### src/rtl/dlps_pkg.sv
// Shared constants and types for the delay line pitch shifter.
package dlps_pkg;

   // Sample store geometry
   localparam int STORE_DEPTH = 1000;
   localparam int HALF_DEPTH  = STORE_DEPTH / 2;
   localparam int ADDR_W      = $clog2(STORE_DEPTH);

   // Datapath widths
   localparam int SAMPLE_W     = 16;
   localparam int WEIGHT_W     = 16;
   localparam int WEIGHT_SHIFT = 7;
   localparam int RATE_W       = 8;
   localparam int FRAC_SUM_W   = RATE_W + 1;
   localparam int PROD_W       = SAMPLE_W + WEIGHT_W + 1;

   // Result queue
   localparam int FIFO_DEPTH = 4;
   localparam int FIFO_PTR_W = $clog2(FIFO_DEPTH);
   localparam int FIFO_CNT_W = FIFO_PTR_W + 1;

   typedef logic [ADDR_W-1:0]          addr_type;
   typedef logic [ADDR_W:0]            addr_sum_type;
   typedef logic signed [SAMPLE_W-1:0] sample_type;
   typedef logic [WEIGHT_W-1:0]        weight_type;
   typedef logic [RATE_W-1:0]          rate_type;
   typedef logic [FIFO_CNT_W-1:0]      fifo_cnt_type;

   localparam addr_type     DEPTH_LAST = addr_type'(STORE_DEPTH - 1);
   localparam addr_type     HALF_ADDR  = addr_type'(HALF_DEPTH);
   localparam addr_sum_type DEPTH_SUM  = addr_sum_type'(STORE_DEPTH);
   localparam rate_type     RATE_RESET = rate_type'(128);
   localparam rate_type     FRAC_RESET = rate_type'(128);

   // One weighted tap travelling from the store to the mixer
   typedef struct packed {
      logic       valid;
      logic       last;
      sample_type data;
      weight_type weight;
   } tap_type;

endpackage

### src/rtl/dlps_mix.sv
// Weighting multiply and crossfade sum of the two taps.
module dlps_mix (
   input  logic                 clock,
   input  logic                 reset,
   input  dlps_pkg::tap_type    tap_in,
   output logic                 res_valid,
   output dlps_pkg::sample_type res_data
);
   import dlps_pkg::*;

   logic signed [PROD_W-1:0] prod;
   sample_type prod_hi_ff;
   sample_type acc_ff;
   logic       pv_ff, plast_ff;

   // Signed sample by unsigned weight, keep bits 31..16
   assign prod = tap_in.data * $signed({1'b0, tap_in.weight});

   always_ff @(posedge clock) begin
      if (reset) begin
         pv_ff    <= 1'b0;
         plast_ff <= 1'b0;
      end else begin
         pv_ff    <= tap_in.valid;
         plast_ff <= tap_in.last;
      end
   end

   always_ff @(posedge clock) begin
      if (tap_in.valid) begin
         prod_hi_ff <= prod[2*SAMPLE_W-1:SAMPLE_W];
      end
      if (pv_ff && !plast_ff) begin
         acc_ff <= prod_hi_ff;
      end
   end

   // Sum wraps to 16 bits
   assign res_valid = pv_ff & plast_ff;
   assign res_data  = acc_ff + prod_hi_ff;

endmodule

### config.mk
export PLATFORM = sky130hd
export DESIGN_NAME = dlps_mix
export DESIGN_NICKNAME = d
export VERILOG_FILES = /design/src/rtl/dlps_pkg.sv /design/src/rtl/dlps_mix.sv
export SDC_FILE = /design/constraint.sdc
export NUM_CORES = 1
export LEC_CHECK = 0
export BUFFER_PORTS_ARGS = -buffer_cell sky130_fd_sc_hd__buf_2
export CAP_MARGIN = 20
export CORE_MARGIN = 1.5
export CORE_UTILIZATION = 45
export CTS_CLUSTER_SIZE = 14
export DETAILED_ROUTE_END_ITERATION = 8
export GPL_TIMING_DRIVEN = 0
export SLEW_MARGIN = 20
export SYNTH_ARGS = -nofsm -noshare
export SYNTH_HDL_FRONTEND = slang
export SYNTH_SLANG_ARGS = --single-unit
### constraint.sdc
create_clock -name clock -period 5.8 [get_ports clock]
set_input_delay 0.29 -clock clock [delete_from_list [all_inputs] [get_ports clock]]
set_output_delay 0.29 -clock clock [all_outputs]
set_load 0.01 [all_outputs]
==> metrics.yaml <==
job:
  maxCapViolCount: 0
logic_synthesis:
  synthCells: 1070
  yosys_warnings: 0
  synthFlopType: "edfxtp_1"
  synth_nets: 1429
  ys_top_cells_by_area: "fa_1 (39%), ha_1 (16%), edfxtp_1 (9.6%)"
  synth-edff-count: 32
  synth_seq_cells: 34
  synth_area_um2: 9990
  yosys.cell_types.count: 45
  synth_largest_area_cell: "fa_1"
  synth_top_area_share_pct: 38.9
  avgSynthCellArea_um2: 9.34
  async_reset_ff_share_pct: 0
  ys_seq_area_share_pct: 10.0
final_layout:
  drive_gt1_share_pct: 13.1
  areaGrowthSynthToFinish_pct: 15.3
  fin_area_um2: 11500
  fin_nets: 1506
  layout_commonest_cell: "inv_1"
  layout_common_cells: "inv_1 (242), fa_1 (184), nand2_1 (131)"
  layoutNonFillerInstCount: 1429
  fill_cells: 2018
timing:
  hold_viol: 0
  post-route-period-util_pct: 97.1
  fin_skew_ns: 0.00488
  rsz0062_at_grt: "no"
  tightestPinTransition_ns: 0.835
  drv_slew: 0
  fin_crit_ns: 5.63
  setup-violations-final: 0
  fmax_mhz: 178
  slew_headroom_pct: 44.1
cts:
  cts_buffer_depth: 2
  cts_sinks: 34
  cts_tree: "built"
  cts_root_buffer: "clkbuf_16"
  htreeDepth: 2
  hold_buffers: 0
  cts_buffers: 5
  clk_latency_ns: 0.27
  clk_pin_slew_worst_paths_ns: 0.05
placed_design:
  place_area_um2: 10600
  dp_hpwl_um: 20100
  portBuffers: 52
  globalplace.congestion: 0.884
  placed_cells: 1402
route:
  met1Wirelength_um: 10500
  met3RoutedLength_um: 1270
  drc: 0
  drtAntennaViolNets: 0
  num_vias: 7290
  dr.pass1.iters: 5
  drt_iter0_markers: 369
  avgRoutedWirePerCell_um: 16.8
  highest_layer: "met4"
  wl_met2_um: 11800
  wl_um: 24000
  routed_via_density: 5.10
die:
  num_rows: 54
  die_area_um2: 23100
  core_um2: 21800
  initial_core_util_pct: 45.8
  die_y_um: 152
  die_w_um: 152
  ios: 53
run_status:
  status: "complete, no violations"
global_route:
  overflow: 0
  antenna_found_initial: 0
  grt_max_degree: 18
  grt_usage_pct: 21.6
  grt_pass1_wl_um: 39300
  grt_pass1_vias: 7463
critical_path:
  worstPathMaxFanout: 10
  crit_path_start_kind: "input pin"
  r2r_slack_ns: 4.42
  required_ns: 5.82
  criticalPathCategory: "input pin to flop"
  critPathArrivalTime_ns: 5.66
  cp-end-kind: "flop"
min_path:
  hp-class: "input pin to flop"
==> synth_stat cells, drive strengths merged, types with 2 or more instances <==
| cell type | instances |
|---|---|
| nor3 | 3 |
| xnor2 | 20 |
| fa | 194 |
| nand2 | 132 |
| inv | 249 |
| a21o | 21 |
| a211o | 2 |
| o21a | 3 |
| a211oi | 2 |
| and2 | 122 |
| dfxtp | 2 |
| edfxtp | 32 |
| nand3 | 8 |
| nor2 | 20 |
| o21bai | 2 |
| a21oi | 31 |
| clkbuf | 33 |
| nand2b | 6 |
| a41oi | 2 |
| nand4 | 3 |
| ha | 129 |
| nor2b | 5 |
| xor2 | 12 |
| and3 | 6 |
| a221oi | 3 |
| o21ai | 13 |
==> cell families after synthesis <==
kind of cell,Yosys count,synth area share (%)
compound gates,88,5.86
buf+inv,283,10.7
fa+ha+maj,323,55.0
xor+xnor,32,2.81
simple gates,309,15.5
mux,1,0.100
flops,34,10.0
==> layer usage <==
layer	vias up	GRT usage (%)
met1	3661	31.1
met2	191	35.7
met5	-	0
met3	28	2.14
met4	0	4.21
li1	3410	-
==> worst max-delay path: stages <==
cell,delay [ns]
clkbuf_4,0.18
buf_8,0.17
nand2_1,0.08
fa_1,0.49
fa_2,0.51
fa_2,0.54
inv_2,0.04
fa_2,0.46
fa_1,0.49
inv_1,0.06
fa_1,0.54
inv_2,0.05
ha_4,0.22
a21o_1,0.19
a221oi_2,0.28
o211ai_1,0.18
buf_4,0.19
a21oi_4,0.12
a21oi_4,0.06
a41o_1,0.28
a21oi_2,0.14
xnor2_1,0.08
==> repair_timing <==
action,4_1_cts,5_1_grt
resized for setup,97,77
pin swaps,12,27
setup endpoints to repair,12,9
gates cloned,0,1
buffers inserted,3,23
==> final timing paths <==
check / start / end / cells past startpoint
setup / recovery: tap_in[18] / prod_hi_ff[11] / 22
hold / removal: reset / pv_ff / 2
setup reg to reg: pv_ff / acc_ff[0] / 1
hold reg to reg: prod_hi_ff[3] / acc_ff[3] / 0
==> through the flow <==
stage               hold WS [ns]  utilization (%)  TNS (ns)  worst slack (ns)
finish                     0.182             52.8         0             0.167
global route               0.179             52.8         0          0.000734
CTS                        0.178             51.1   -0.0228           -0.0228
detailed placement         0.441             48.6     -9.25             -1.06
global placement           0.452             48.6     -9.23             -1.04
floorplan                  0.362                -         0             0.146
==> sequential cells by signal, summed over array words and instances, names as in the netlist <==
register / count
pv_ff: 1
plast_ff: 1
acc_ff: 16
prod_hi_ff: 16
==> final cells by class <==
cell class / instances / area, um^2 / share of cell area [%]
buffer: 25 / 367 / 3.18
antenna: 1 / 2.50 / 0.0217
timing repair buffer: 79 / 628 / 5.45
sequential: 34 / 1000 / 8.69
clock inverter: 1 / 5.00 / 0.0435
multi-input combinational: 753 / 8090 / 70.2
inverter: 249 / 935 / 8.12
clock buffer: 7 / 143 / 1.24
tap: 280 / 350 / 3.04
Power is left out: the tool's default activity adds up to more than one toggle a clock period on the data nets, which glitch-free logic cannot reach.
