## src/rtl/dlps_pkg.sv

```systemverilog
// Shared constants and types for the delay line pitch shifter.
package dlps_pkg;

   // Sample store geometry
   localparam int STORE_DEPTH = 1000;
   localparam int HALF_DEPTH  = STORE_DEPTH / 2;
   localparam int ADDR_W      = $clog2(STORE_DEPTH);

   // Datapath widths
   localparam int SAMPLE_W     = 16;
   localparam int WEIGHT_W     = 16;
   localparam int WEIGHT_SHIFT = 7;
   localparam int RATE_W       = 8;
   localparam int FRAC_SUM_W   = RATE_W + 1;
   localparam int PROD_W       = SAMPLE_W + WEIGHT_W + 1;

   // Result queue
   localparam int FIFO_DEPTH = 4;
   localparam int FIFO_PTR_W = $clog2(FIFO_DEPTH);
   localparam int FIFO_CNT_W = FIFO_PTR_W + 1;

   typedef logic [ADDR_W-1:0]          addr_type;
   typedef logic [ADDR_W:0]            addr_sum_type;
   typedef logic signed [SAMPLE_W-1:0] sample_type;
   typedef logic [WEIGHT_W-1:0]        weight_type;
   typedef logic [RATE_W-1:0]          rate_type;
   typedef logic [FIFO_CNT_W-1:0]      fifo_cnt_type;

   localparam addr_type     DEPTH_LAST = addr_type'(STORE_DEPTH - 1);
   localparam addr_type     HALF_ADDR  = addr_type'(HALF_DEPTH);
   localparam addr_sum_type DEPTH_SUM  = addr_sum_type'(STORE_DEPTH);
   localparam rate_type     RATE_RESET = rate_type'(128);
   localparam rate_type     FRAC_RESET = rate_type'(128);

   // One weighted tap travelling from the store to the mixer
   typedef struct packed {
      logic       valid;
      logic       last;
      sample_type data;
      weight_type weight;
   } tap_type;

endpackage

```

## src/rtl/dlps_rsp_fifo.sv

```systemverilog
// Small result queue in front of the response channel.
module dlps_rsp_fifo (
   input  logic                 clock,
   input  logic                 reset,
   input  logic                 push,
   input  dlps_pkg::sample_type push_data,
   input  logic                 pop,
   output logic                 not_empty,
   output dlps_pkg::sample_type head_data
);
   import dlps_pkg::*;

   sample_type entry_ff [FIFO_DEPTH];
   logic [FIFO_PTR_W-1:0] wr_ptr_ff, rd_ptr_ff;
   fifo_cnt_type count_ff, count_in;

   always_comb begin
      count_in = count_ff;
      if (push && !pop) begin
         count_in = count_ff + 1'b1;
      end else if (pop && !push) begin
         count_in = count_ff - 1'b1;
      end
   end

   always_ff @(posedge clock) begin
      if (reset) begin
         wr_ptr_ff <= '0;
         rd_ptr_ff <= '0;
         count_ff  <= '0;
      end else begin
         count_ff <= count_in;
         if (push) begin
            wr_ptr_ff <= wr_ptr_ff + 1'b1;
         end
         if (pop) begin
            rd_ptr_ff <= rd_ptr_ff + 1'b1;
         end
      end
   end

   always_ff @(posedge clock) begin
      if (push) begin
         entry_ff[wr_ptr_ff] <= push_data;
      end
   end

   assign not_empty = (count_ff != '0);
   assign head_data = entry_ff[rd_ptr_ff];

endmodule

```

## config.mk

```make
export PLATFORM = sky130hd
export DESIGN_NAME = dlps_rsp_fifo
export DESIGN_NICKNAME = d
export VERILOG_FILES = /design/src/rtl/dlps_pkg.sv /design/src/rtl/dlps_rsp_fifo.sv
export SDC_FILE = /design/constraint.sdc
export NUM_CORES = 1
export LEC_CHECK = 0
export BUFFER_PORTS_ARGS = -buffer_cell sky130_fd_sc_hd__buf_2
export CORE_MARGIN = 1.5
export CORE_UTILIZATION = 56
export DETAILED_ROUTE_END_ITERATION = 10
export PLACE_DENSITY = 0.83
export SETUP_SLACK_MARGIN = 0.15
export SLEW_MARGIN = 20
export SYNTH_ARGS = -nofsm -noshare
export SYNTH_HDL_FRONTEND = slang
export SYNTH_SLANG_ARGS = --single-unit
```

## constraint.sdc

```tcl
create_clock -name clock -period 2 [get_ports clock]
set_input_delay 0.2 -clock clock [delete_from_list [all_inputs] [get_ports clock]]
set_output_delay 0.2 -clock clock [all_outputs]
set_load 0.02 [all_outputs]
```

==> flow_metrics.tcl <==
set metrics [dict create \
    worst_setup_path_end_kind "output pin" \
    vias_per_cell 5.25 \
    p_leak_nw 1.17 \
    critPathSlowestCell "mux4_1" \
    path_delay_family "multiplexers" \
    slew_viol_final 0 \
    rrSetupSlack_ns 0.33 \
    yosysMostFrequentCell "edfxtp_1" \
    fin_setup_tns_ns 0 \
    rsz0062_at_grt "no" \
    die_y_um 73.3 \
    power_frac_clock_pct 33.9 \
    wl_per_cell_um 17.5 \
    final.setup_skew_ns 0.00587 \
    fillers 316 \
    ir_drop_uv 569 \
    finalNetCount 199 \
    fmax_ghz 0.557 \
    start_util_pct 58.2 \
    path_class "register to output pin" \
    final_area_um2 3260 \
    hold_viol_final 0 \
    antenna_found_initial 0 \
    syn-instance-count 127 \
    ios 37 \
    dieArea_um2 5380 \
    fin_util_pct 68.6 \
    preCtsSetupSlack_ns 0.277 \
    grt-ovfl-total 0 \
    ys_types 20 \
    intPower_mw 2.56 \
    grt_first_pass_wirelength_mm 6.65 \
    whs_endpoint "entry_ff[1][13]" \
    r2r-start "wr_ptr_ff[0]" \
    portBuffers 36 \
    worstMarginPinSlew_ns 0.822 \
    yosysSeqAreaShare_pct 75.9 \
    drive_above_1_share_pct 36.0 \
    crit_path_cell_trace "buf_12 > mux4_1 > buf_2" \
    yosys.area.top_type "edfxtp_1" \
    synth_commonest_cells "edfxtp_1, mux4_2, dfxtp_1, nor2_1, mux4_1" \
    setup_ws_ns 0.205 \
    syn_nets 153 \
    cts.htree.levels 3 \
    slew_headroom_pct 45.2 \
    ys.warnings.count 0 \
    core-area_um2 4750 \
    cap_violations 0 \
    ant_nets 0 \
    rr_worst_depth 3 \
    seqPwrFrac_pct 54.1 \
    drcViolationCount 0 \
    min_path_type "input port to register" \
    rows 25 \
    synth_edf_count 64 \
    status "finished clean" \
    swShare_pct 22.3 \
    synth_top_cell_area_share_pct 69.4 \
    cts_buffers 9 \
    hp-start "push_data[13]" \
    clk_path_buf_depth 2 \
    clkTransAtPathRegs_ns 0.07 \
    required_ns 1.80 \
    worst_setup_path_start_kind "register" \
    p_switching_uw 733 \
    clock-root-buffer "clkbuf_8" \
    synth_seq_cells 73 \
    async_reset_ff_share_pct 0 \
    grt_start_max_net_pins 17 \
    place_congestion 0.709 \
    grt_util_all_layers_pct 18.0 \
    syn_to_final_growth_pct 17.8 \
    die_w_um 73.3 \
    synthTopCellsByArea "edfxtp_1, mux4_2, dfxtp_1" \
    synth_area_um2 2770 \
    critical_path_peak_fanout 8 \
    fin_crit_ns 1.79 \
    setup_viol 0 \
    syn_avg_cell_area_um2 21.8 \
    post_cts_buffers 0 \
    clk_latency_ns 0.33 \
    arrival_ns 1.59 \
    cts_tree "yes" \
    drt_wl_total_mm 4.28 \
    synth-main-ff-cell "edfxtp_1" \
    clock_sinks 73 \
    combPwrFrac_pct 12.0 \
    drt_first_pass_iters 5 \
    insertedDiodeCount 0 \
    power_density_nw_per_um2 1010 \
    place_area_um2 3010 \
    r2r-end "entry_ff[2][2]" \
    worst-path-buf-inv 2 \
    grt_pass1_vias 1368 \
    hold_depth 1 \
    finalCritPeriodShare_pct 89.7 \
    routed-via-count 1286 \
    cts_resized 7 \
    hold_buffers 0 \
    drt_iter0_drc 52 \
    cp_slowest_stage_delay_ns 0.55 \
]
[per-stage QoR]
step	hold WS (ns)	std cells	power (mW)
after CTS	0.0606	245	3.32
after floorplan	0.299	127	2.07
final	0.0747	245	3.29
after global routing	0.0646	245	3.41
after detailed placement	0.416	228	2.19
after global placement	0.411	228	2.17
[metal layers]
layer	track usage (%)	routed length, µm
met5	0	0
met4	9.47	37
met3	6.58	194
met2	29.5	2410
met1	20.9	1640
[kinds of logic (layout without fill, tap and decap cells)]
kind of cell	Yosys count	after routing	synth area share [%]
buffers and inverters	9	60	2.17
DFF	73	73	75.9
muxes	18	18	14.6
adders and majority gates	6	6	2.98
and+or+nand+nor	14	14	2.44
AOI/OAI and AO/OA	2	2	0.361
xor gates and xnor gates	5	5	1.58
[sequential cells by signal, summed over array words and instances, names as in the netlist, named ones only]
signal	cells
count_ff	3
entry_ff	64
rd_ptr_ff	2
wr_ptr_ff	2
[power groups by stage]
stage / clock [mW] / sequential [mW] / combinational (mW)
final: 1.12 / 1.78 / 0.397
after global routing: 1.19 / 1.79 / 0.431
after CTS: 1.13 / 1.78 / 0.402
after detailed placement: 0 / 1.81 / 0.382
after global placement: 0 / 1.80 / 0.368
after floorplan: 0 / 1.80 / 0.274
[cell usage in the layout, fill, tap and decap left out, drive strengths merged]
cell,instances
edfxtp,64
buf,40
mux4,16
clkbuf,15
dfxtp,9
nor2,7
ha,5
inv,4
and2,4
xor2,3
or3,2
xnor2,2
mux2i,2
nand2,1
o21ai,1
a21oi,1
fa,1
clkinv,1
[worst max path at each step]
| stage | cells past startpoint | endpoint | start |
|---|---|---|---|
| CTS | 3 | head_data[9] | register |
| finish | 3 | head_data[9] | register |
| floorplan | 7 | count_ff[2] | pop |
| global route | 3 | head_data[9] | register |
| detailed placement | 7 | count_ff[2] | push |
| global placement | 7 | count_ff[2] | push |
[worst reg2reg max path: stages (launching register included)]
cell	delay (ns)
dfxtp_1	0.36
inv_1	0.10
ha_1	0.16
and2_1	0.67
[area by class of cell]
class / instances / area (µm²) / share of cell area [%]
multi-input combinational: 45 / 607 / 18.6
clock inverter: 1 / 5.00 / 0.153
sequential: 73 / 2110 / 64.6
timing repair buffer: 40 / 245 / 7.52
tap: 67 / 83.8 / 2.57
inverter: 4 / 15.0 / 0.460
clock buffer: 15 / 199 / 6.10
No activity file was read; power rests on OpenSTA's default activity.
